==> config.mk <==
export PLATFORM = sky130hd
export DESIGN_NAME = sorted_priority_queue
export DESIGN_NICKNAME = d
export VERILOG_FILES = /design/src/spq_pkg.sv /design/src/spq_cell.sv /design/src/sorted_priority_queue.sv
export SDC_FILE = /design/constraint.sdc
export NUM_CORES = 2
export LEC_CHECK = 0
export ABC_AREA = 0
export BUFFER_PORTS_ARGS = -buffer_cell sky130_fd_sc_hd__buf_2
export CORE_AREA = 10 10 353 287
export CTS_CLUSTER_DIAMETER = 120
export DETAILED_ROUTE_END_ITERATION = 10
export DIE_AREA = 0 0 363 297
export GPL_ROUTABILITY_DRIVEN = 0
export SYNTH_ARGS = -nofsm -noshare
export SYNTH_HDL_FRONTEND = slang
export SYNTH_SLANG_ARGS = --single-unit
==> constraint.sdc <==
create_clock -name clk -period 4.74 [get_ports clk]
set_input_delay 0 -clock clk [delete_from_list [all_inputs] [get_ports clk]]
set_output_delay 0 -clock clk [all_outputs]
set_load 0.005 [all_outputs]
==> src/spq_pkg.sv <==
// shared types and constants of the sorted priority queue
package spq_pkg;

	// payload handle width, fixed by the word format
	localparam int PAYLOAD_W = 16;

	// opcode carried in s_tuser
	localparam logic OP_PUSH = 1'b0;
	localparam logic OP_POP  = 1'b1;

	// result status codes
	typedef enum logic [1:0] {
		ST_OK         = 2'd0,
		ST_POP_EMPTY  = 2'd1,
		ST_PUSH_FULL  = 2'd2
	} status_t;

	// operation broadcast to every cell
	typedef struct packed {
		logic push;
		logic pop;
	} cmd_t;

	// per-cell status seen by the next cell down the chain
	typedef struct packed {
		logic occ;
		logic take;
	} link_t;

endpackage

==> src/spq_cell.sv <==
// one slot of the sorted chain: holds an entry and shifts with its neighbors
module spq_cell #(
	parameter int KEY_WIDTH = 16,
	parameter bit FIRST     = 1'b0
) (
	input  logic                           clk,
	input  logic                           arst_n,
	input  spq_pkg::cmd_t                  cmd,
	input  logic [KEY_WIDTH-1:0]           new_key,
	input  logic [spq_pkg::PAYLOAD_W-1:0]  new_payload,
	input  spq_pkg::link_t                 left_link,
	input  logic [KEY_WIDTH-1:0]           left_key,
	input  logic [spq_pkg::PAYLOAD_W-1:0]  left_payload,
	input  logic                           right_occ,
	input  logic [KEY_WIDTH-1:0]           right_key,
	input  logic [spq_pkg::PAYLOAD_W-1:0]  right_payload,
	output spq_pkg::link_t                 link,
	output logic [KEY_WIDTH-1:0]           key,
	output logic [spq_pkg::PAYLOAD_W-1:0]  payload
);

	logic                          occ_q;
	logic [KEY_WIDTH-1:0]          key_q;
	logic [spq_pkg::PAYLOAD_W-1:0] payload_q;
	logic                          take;
	logic                          load_new;

	// new entry goes ahead of this one; the head yields only on a strictly greater key
	always_comb begin
		if (FIRST) begin
			take = occ_q && ($signed(key_q) > $signed(new_key));
		end else begin
			take = occ_q && ($signed(key_q) >= $signed(new_key));
		end
		load_new = !left_link.take && (take || (!occ_q && left_link.occ));
	end

	// occupancy
	always_ff @(posedge clk or negedge arst_n) begin
		if (!arst_n) begin
			occ_q <= 1'b0;
		end else if (cmd.push) begin
			if (left_link.take || load_new) begin
				occ_q <= 1'b1;
			end
		end else if (cmd.pop) begin
			occ_q <= right_occ;
		end
	end

	// entry data: shift right on push behind the insert point, shift left on pop
	always_ff @(posedge clk) begin
		if (cmd.push) begin
			if (left_link.take) begin
				key_q     <= left_key;
				payload_q <= left_payload;
			end else if (load_new) begin
				key_q     <= new_key;
				payload_q <= new_payload;
			end
		end else if (cmd.pop) begin
			key_q     <= right_key;
			payload_q <= right_payload;
		end
	end

	assign link.occ  = occ_q;
	assign link.take = take;
	assign key       = key_q;
	assign payload   = payload_q;

endmodule

==> src/sorted_priority_queue.sv <==
// sorted min-priority queue built as a chain of compare-and-shift cells
// result: the word for an accepted item is registered and valid in the cycle after acceptance
// throughput: one push or pop per cycle while no result word stalls; every cell compares
// against the broadcast key in parallel and shifts with its neighbor in the same cycle
// reset: arst_n empties the queue (all cells unoccupied, count zero) and drops m_tvalid
// entry data registers hold no reset value; unoccupied cells are never shown
module sorted_priority_queue #(
	parameter int DEPTH     = 16,
	parameter int KEY_WIDTH = 16
) (
	input  logic          clk,
	input  logic          arst_n,
	input  logic          s_tvalid,
	output logic          s_tready,
	// priority_req, payload
	input  logic [((KEY_WIDTH+spq_pkg::PAYLOAD_W+7)/8)*8-1:0] s_tdata,
	// opcode
	input  logic          s_tuser,
	output logic          m_tvalid,
	input  logic          m_tready,
	// head_priority, head_payload, is_empty, count, status
	output logic [((KEY_WIDTH+spq_pkg::PAYLOAD_W+$clog2(DEPTH+1)+3+7)/8)*8-1:0] m_tdata
);

	localparam int PW     = spq_pkg::PAYLOAD_W;
	localparam int CW     = $clog2(DEPTH + 1);
	localparam int OW_RAW = KEY_WIDTH + PW + 1 + CW + 2;

	logic [CW-1:0]          count_q;
	spq_pkg::status_t       status_q;
	logic                   m_tvalid_q;
	logic                   accept;
	logic                   full;
	logic                   empty;
	spq_pkg::cmd_t          cmd;
	logic [KEY_WIDTH-1:0]   in_key;
	logic [PW-1:0]          in_payload;

	spq_pkg::link_t         links    [DEPTH];
	logic [KEY_WIDTH-1:0]   keys     [DEPTH];
	logic [PW-1:0]          payloads [DEPTH];

	// handshake: a new word enters whenever the output register is free or being drained
	assign s_tready   = !m_tvalid_q || m_tready;
	assign accept     = s_tvalid && s_tready;
	assign full       = (count_q == CW'(DEPTH));
	assign empty      = (count_q == '0);
	assign in_key     = s_tdata[KEY_WIDTH-1:0];
	assign in_payload = s_tdata[KEY_WIDTH +: PW];

	// operation broadcast; rejected ops leave the chain untouched
	always_comb begin
		cmd.push = accept && (s_tuser == spq_pkg::OP_PUSH) && !full;
		cmd.pop  = accept && (s_tuser == spq_pkg::OP_POP) && !empty;
	end

	// cell chain
	for (genvar i = 0; i < DEPTH; i++) begin : g_cell
		spq_pkg::link_t       l_link;
		logic [KEY_WIDTH-1:0] l_key;
		logic [PW-1:0]        l_payload;
		logic                 r_occ;
		logic [KEY_WIDTH-1:0] r_key;
		logic [PW-1:0]        r_payload;

		if (i == 0) begin : g_left_edge
			assign l_link.occ  = 1'b1;
			assign l_link.take = 1'b0;
			assign l_key       = '0;
			assign l_payload   = '0;
		end else begin : g_left
			assign l_link    = links[i-1];
			assign l_key     = keys[i-1];
			assign l_payload = payloads[i-1];
		end

		if (i == DEPTH - 1) begin : g_right_edge
			assign r_occ     = 1'b0;
			assign r_key     = '0;
			assign r_payload = '0;
		end else begin : g_right
			assign r_occ     = links[i+1].occ;
			assign r_key     = keys[i+1];
			assign r_payload = payloads[i+1];
		end

		spq_cell #(
			.KEY_WIDTH(KEY_WIDTH),
			.FIRST    (i == 0)
		) u_cell (
			.clk          (clk),
			.arst_n       (arst_n),
			.cmd          (cmd),
			.new_key      (in_key),
			.new_payload  (in_payload),
			.left_link    (l_link),
			.left_key     (l_key),
			.left_payload (l_payload),
			.right_occ    (r_occ),
			.right_key    (r_key),
			.right_payload(r_payload),
			.link         (links[i]),
			.key          (keys[i]),
			.payload      (payloads[i])
		);
	end

	// entry count, result valid flag and status of the last accepted word
	always_ff @(posedge clk or negedge arst_n) begin
		if (!arst_n) begin
			count_q    <= '0;
			status_q   <= spq_pkg::ST_OK;
			m_tvalid_q <= 1'b0;
		end else begin
			if (accept) begin
				m_tvalid_q <= 1'b1;
			end else if (m_tready) begin
				m_tvalid_q <= 1'b0;
			end
			if (cmd.push) begin
				count_q <= count_q + 1'b1;
			end else if (cmd.pop) begin
				count_q <= count_q - 1'b1;
			end
			if (accept) begin
				if (s_tuser == spq_pkg::OP_POP) begin
					status_q <= empty ? spq_pkg::ST_POP_EMPTY : spq_pkg::ST_OK;
				end else begin
					status_q <= full ? spq_pkg::ST_PUSH_FULL : spq_pkg::ST_OK;
				end
			end
		end
	end

	// result word from the head cell; state holds while the word waits
	always_comb begin
		m_tdata = '0;
		m_tdata[OW_RAW-1:0] = {
			status_q,
			count_q,
			!links[0].occ,
			links[0].occ ? payloads[0] : {PW{1'b0}},
			links[0].occ ? keys[0] : {KEY_WIDTH{1'b0}}
		};
	end

	assign m_tvalid = m_tvalid_q;

endmodule

# Word level (Yosys, flattened, before mapping)
# Cells that the tools add are included.
# word_totals
output_inout_bits	42
ff_bits	536
elab_cells	435
input_bits	37
# classes
n_reduce_logical	151
n_lt_le_gt_ge	16
n_addsub	2
bitwise	1
muxes	182
eq_ne	32
# op_table
operator	n
$mux W16	127
$ge A16 B16 Y1	15
$reduce_and A2 Y1	31
$logic_and A1 B1 Y1	51
$mux W1	51
$ne A3 B1 Y1 const B	15
$logic_not A1 Y1	34
$logic_or A1 B1 Y1	32
$ne A2 B1 Y1 const B	16
$gt A16 B16 Y1	1
$mux W5	2
$add A5 B1 Y5 const B	1
$eq A5 B5 Y1 const B	1
$logic_not A5 Y1	1
$sub A5 B1 Y5 const B	1
$mux W2	2
$reduce_bool A2 Y1	2
$not A1 Y1	1

# Depth between registers and ports, before layout
# depth
ltp_word	7
mapped_depth	16
depth_no_buf	11

# Cells and area by module
# From an unflattened synthesis, not the netlist that was laid out.
# unflattened
cells_unflattened	3516
area_unflattened_um2	35382.7
# modules_own_cells
mod	seq_area_each_um2	area_each_um2	n_inst	cells_each
spq_cell at g_cell[10].u_cell ...	985.9	2195.9	8	214
spq_cell at g_cell[3].u_cell ...	985.9	2139.6	7	215
spq_cell at g_cell[0].u_cell	985.9	2110.8	1	211
sorted_priority_queue	200.2	728.2	1	88

# Worst setup path before layout
# OpenSTA, ideal clock, no wires.
# synth_path
path_type	input to register
start	in s_tdata[15] in the netlist's numbering
end	reg g_cell[1].u_cell.key_q[0] (enable)
path_slack_ns	-0.121
setup_ns	0.466
arrival_ns	4.396
stages	11
path_buffers	2
t_required_ns	4.274
path_cell_list	clkbuf_1 -> inv_1 -> ha_1 -> and3_1 -> nand3_1 -> a211o_1 -> nand4_1 -> mux2i_1 -> clkbuf_1 -> nor3_1 -> o21ai_0
# synth_via
elab_chain_len	6
elab_cells_between_ends	9
cone_classes	2 x order compare; 1 x eq/ne; 6 x reduce/logical
# synth_rtl
item	line	text
start, declared	sorted_priority_queue.sv:16	input logic [((KEY_WIDTH+spq_pkg::PAYLOAD_W+7)/8)*8-1:0] s_tdata,
$gt A16 B16 Y1 / $ge A16 B16 Y1 (equally long branches)	spq_cell.sv:31, spq_cell.sv:33	
$logic_and A1 B1 Y1 (on tied branches)	spq_cell.sv:31, spq_cell.sv:33	
$logic_not A1 Y1 / $logic_or A1 B1 Y1 (equally long branches)	spq_cell.sv:35	load_new = !left_link.take && (take || (!occ_q && left_link.occ));
$logic_and A1 B1 Y1	spq_cell.sv:35	
$ne A3 B1 Y1 (no source line) (*)	-	
$reduce_and A2 Y1 (no source line) (*)	-	
end signal, assigned	spq_cell.sv:55	key_q <= left_key;
end signal, assigned	spq_cell.sv:58	key_q <= new_key;
end signal, assigned	spq_cell.sv:62	key_q <= right_key;
end, declared	spq_cell.sv:23	logic [KEY_WIDTH-1:0] key_q;
# Every way passes the cells marked *; elsewhere a longest branch is shown, timed or not.
# A chain may end at the register's enable or synchronous reset.

# Worst setup path after layout
# layout_path
start	in s_tdata[15] in the netlist's numbering
end	reg g_cell[11].u_cell.payload_q (netlist bit g_cell[11].u_cell.payload[11]) (enable)
# layout_via
elab_chain_len	6
elab_cells_between_ends	9
cone_classes	2 x order compare; 1 x eq/ne; 6 x reduce/logical
# layout_rtl
item	line	text
$ge A16 B16 Y1	spq_cell.sv:33	take = occ_q && ($signed(key_q) >= $signed(new_key));
$logic_and A1 B1 Y1	spq_cell.sv:33	
$logic_not A1 Y1 / $logic_or A1 B1 Y1 (equally long branches)	spq_cell.sv:35	
$logic_and A1 B1 Y1	spq_cell.sv:35	
$ne A3 B1 Y1 (no source line) (*)	-	
$reduce_and A2 Y1 (no source line) (*)	-	
end signal, assigned	spq_cell.sv:56	payload_q <= left_payload;
end signal, assigned	spq_cell.sv:59	payload_q <= new_payload;
end signal, assigned	spq_cell.sv:63	payload_q <= right_payload;
end, declared	spq_cell.sv:24	logic [spq_pkg::PAYLOAD_W-1:0] payload_q;
# Marks and branches as above.

==> results.sh <==
export IMPL_fp_dieW_um=363
export IMPL_cp_arrival_ns=4.35
export IMPL_synth_avg_cell_area_um2=10.5
export IMPL_synth_edf_count=512
export IMPL_track_usage_pct=16.9
export IMPL_overflow=0
export IMPL_cts_root_buffer="clkbuf_16"
export IMPL_slowest_delay_ns=0.74
export IMPL_cts_max_level=2
export IMPL_period_share_pct=84.8
export IMPL_rows=101
export IMPL_ir_drop_uv=441
export IMPL_crit_fanout=20
export IMPL_setup_violations=0
export IMPL_layout_commonest_cell="nand2_1"
export IMPL_status="finished, final reports clean"
export IMPL_path_class="in -> reg"
export IMPL_drc=0
export IMPL_drv_cap=0
export IMPL_tns_ns=0
export IMPL_start_util_pct=34.7
export IMPL_synth_seq_area_share_pct=49.0
export IMPL_multi_input_area_um2=15600
export IMPL_worstPathRequired_ns=5.07
export IMPL_drive_above_1_share_pct=8.26
export IMPL_cts_resized=0
export IMPL_drv_slew=0
export IMPL_fin_nets=3410
export IMPL_cts_tree="yes"
export IMPL_drtIter0Drc=2401
export IMPL_crit_chain="dlygate4sd3_1 -> buf_2 -> inv_1 -> ha_1 -> nand4_1 -> nor4_1 -> a21boi_0 -> o311ai_2 -> a31oi_4 -> buf_12"
export IMPL_fin_ws_ns=0.720
export IMPL_critPathBufInv=4
export IMPL_grt_max_degree=157
export IMPL_postSynth_asyncResetShare_pct=4.48
export IMPL_grt_pass1_vias=24500
export IMPL_period_minus_slack_ns=4.02
export IMPL_synth_ff_type="edfxtp_1"
export IMPL_worst_setup_path_end_kind="flop"
export IMPL_port_buffers=78
export IMPL_slowest_stage="a21boi_0"
export IMPL_clk_latency_ns=0.66
export IMPL_hpwl_um=67000
export IMPL_netlist_area_um2=32600
export IMPL_hold_path_class="in -> reg"
export IMPL_place_ws_ns=0.882
export IMPL_grt_pass1_wl_um=147000
export IMPL_max_slew_margin_pct=33.7
export IMPL_crit_family="compound AO/OA/AOI/OAI gates"
export IMPL_fin_skew_ns=0.0372
export IMPL_worstMarginPinSlew_ns=0.995
export IMPL_clockBufferDepth=3
export IMPL_vias=25000
export IMPL_hold_viol_final=0
export IMPL_wirelength_um=94400
export IMPL_cts_sinks=536
export IMPL_antenna_found_initial=1
export IMPL_die_y_um=297
export IMPL_ant_nets=0
export IMPL_ys_types=67
export IMPL_synth_warnings=0
export IMPL_dieArea_um2=108000
export IMPL_cts_clk_slew_worst_paths_ns=0.06
export IMPL_synthesis_nets=3401
export IMPL_io_pins=79
export IMPL_placedCellCount=4249
export IMPL_power_density_nw_per_um2=515
export IMPL_firstDrtPassIters=5
export IMPL_rsz0062_at_grt="no"
export IMPL_nFillCells=9205
export IMPL_leakage_nw=14.5
export IMPL_syn_inst=3104
export IMPL_final_cell_mix="nand2_1, edfxtp_1, mux2i_1"
export IMPL_numCtsBuffers=58
export IMPL_seq_area_um2=16000
export IMPL_fmax_ghz=0.249
export IMPL_core_um2=94100
export IMPL_synth_ff_latch_count=536
export IMPL_instances_no_fill=4396
export IMPL_viasPerCell=5.69
export IMPL_avgRoutedWirePerCell_um=21.5
export IMPL_startpoint_type="input pin"
export IMPL_area_growth_pct=12.3
[synthesized netlist by cell type (6+ instances only)]
cell / instances / area share (%)
o221ai_1: 9 / 0.24
a31oi_1: 7 / 0.13
o21ai_1: 69 / 1.1
and2_1: 66 / 1.3
nand3_1: 219 / 3.4
ha_1: 259 / 9.9
dfrtp_1: 24 / 1.8
nand4_1: 39 / 0.75
nor3_1: 11 / 0.17
nor2b_1: 16 / 0.31
a211oi_1: 15 / 0.35
a221o_1: 39 / 1.2
buf_1: 13 / 0.15
and3_1: 6 / 0.12
edfxtp_1: 512 / 47
nand2_1: 569 / 6.5
and4_1: 10 / 0.27
a21oi_1: 91 / 1.4
o21a_1: 8 / 0.18
clkbuf_1: 81 / 0.93
o21ai_0: 197 / 3.0
o211ai_1: 199 / 4.6
nand2b_1: 17 / 0.33
nor2_1: 73 / 0.84
a21o_1: 35 / 0.81
buf_4: 19 / 0.44
buf_2: 109 / 1.7
mux2i_1: 265 / 8.1
a211o_1: 10 / 0.27
inv_1: 44 / 0.51
o21bai_1: 6 / 0.14
[what timing repair did]
item | in CTS | in global routing
setup endpoints to repair | 0 | 0
hold buffers | 40 | 0
setup buffers | 0 | 0
hold endpoints to repair | 300 | 0
[metal layers]
layer	vias to the layer above	routed length, um	global-route usage [%]	part of all wire, %
li1	11700	-	-	-
met5	-	0	0	0
met1	12500	44400	24.8	47
met2	751	42300	26.1	45
met3	116	6010	2.58	6.4
met4	0	1660	3.38	1.8
[flip-flops by register name, indices dropped and copies added, names as in the netlist]
register               flops
g_cell.u_cell.key        256
count_q                    5
m_tvalid                   1
status_q                   2
g_cell.u_cell.payload    256
g_cell.u_cell.occ_q       16
[final cells by class]
cell class,count,area share (%)
Tap cell,1236,4.22
Antenna cell,1,0.00683
Clock buffer,64,4.02
Sequential cell,536,43.6
Clock inverter,42,1.31
Multi-Input combinational cell,2295,42.6
Timing Repair Buffer,177,3.80
Inverter,45,0.481
[logic make-up after synthesis]
kind of cell | Yosys count | share of synthesized area (%)
buffers and inverters | 273 | 3.96
adders and majority gates | 260 | 9.99
DFF | 536 | 49.0
and+or+nand+nor | 1047 | 14.5
xor gates and xnor gates | 4 | 0.107
AOI/OAI and AO/OA | 716 | 14.2
muxes | 268 | 8.30
[power by group]
part	internal (mW)	leakage (nW)	switching (mW)	total, mW
Combinational	2.37	8.41	3.91	6.28
Clock	2.73	0.948	2.09	4.83
Sequential	6.84	5.12	0.915	7.76
Total	11.9	14.5	6.92	18.9
[worst paths after layout]
path | start | endpoint | slack (ns) | cells after the start
hold reg to reg | status_q[1]$_DFFE_PN0P_ | status_q[1]$_DFFE_PN0P_ | 0.51 | 1
max in group asynchronous | arst_n | count_q[4]$_DFFE_PN0P_ | 4.17 | 4
setup / recovery | s_tdata[15] | g_cell[11].u_cell.payload[11]$_DFFE_PP_ | 0.72 | 10
min in group asynchronous | arst_n | status_q[0]$_DFFE_PN0P_ | 0.38 | 4
hold / removal | s_tdata[0] | g_cell[15].u_cell.key[0]$_SDFFCE_PN0P_ | 0.04 | 3
setup reg to reg | g_cell[10].u_cell.key[15]$_DFFE_PP_ | g_cell[11].u_cell.payload[11]$_DFFE_PP_ | 1.00 | 7
[per-stage QoR]
stage / total power [mW] / utilization (%) / instance area, um^2 / hold slack (ns)
after detailed placement: 14.0 / 36.4 / 34300 / 0.0768
after CTS: 18.9 / 38.9 / 36600 / 0.0224
final: 18.9 / 38.9 / 36600 / 0.0388
after global placement: 13.9 / 36.4 / 34300 / 0.0827
after global routing: 20.0 / 38.9 / 36600 / 0.0506
after floorplan: 12.1 / - / 32600 / -0.296
[tightest hold or removal path, stage by stage]
cell,delay [ns]
buf_2,0.25
mux2i_1,0.20
nor2_1,0.05
Power figures use the tool's default switching activity.
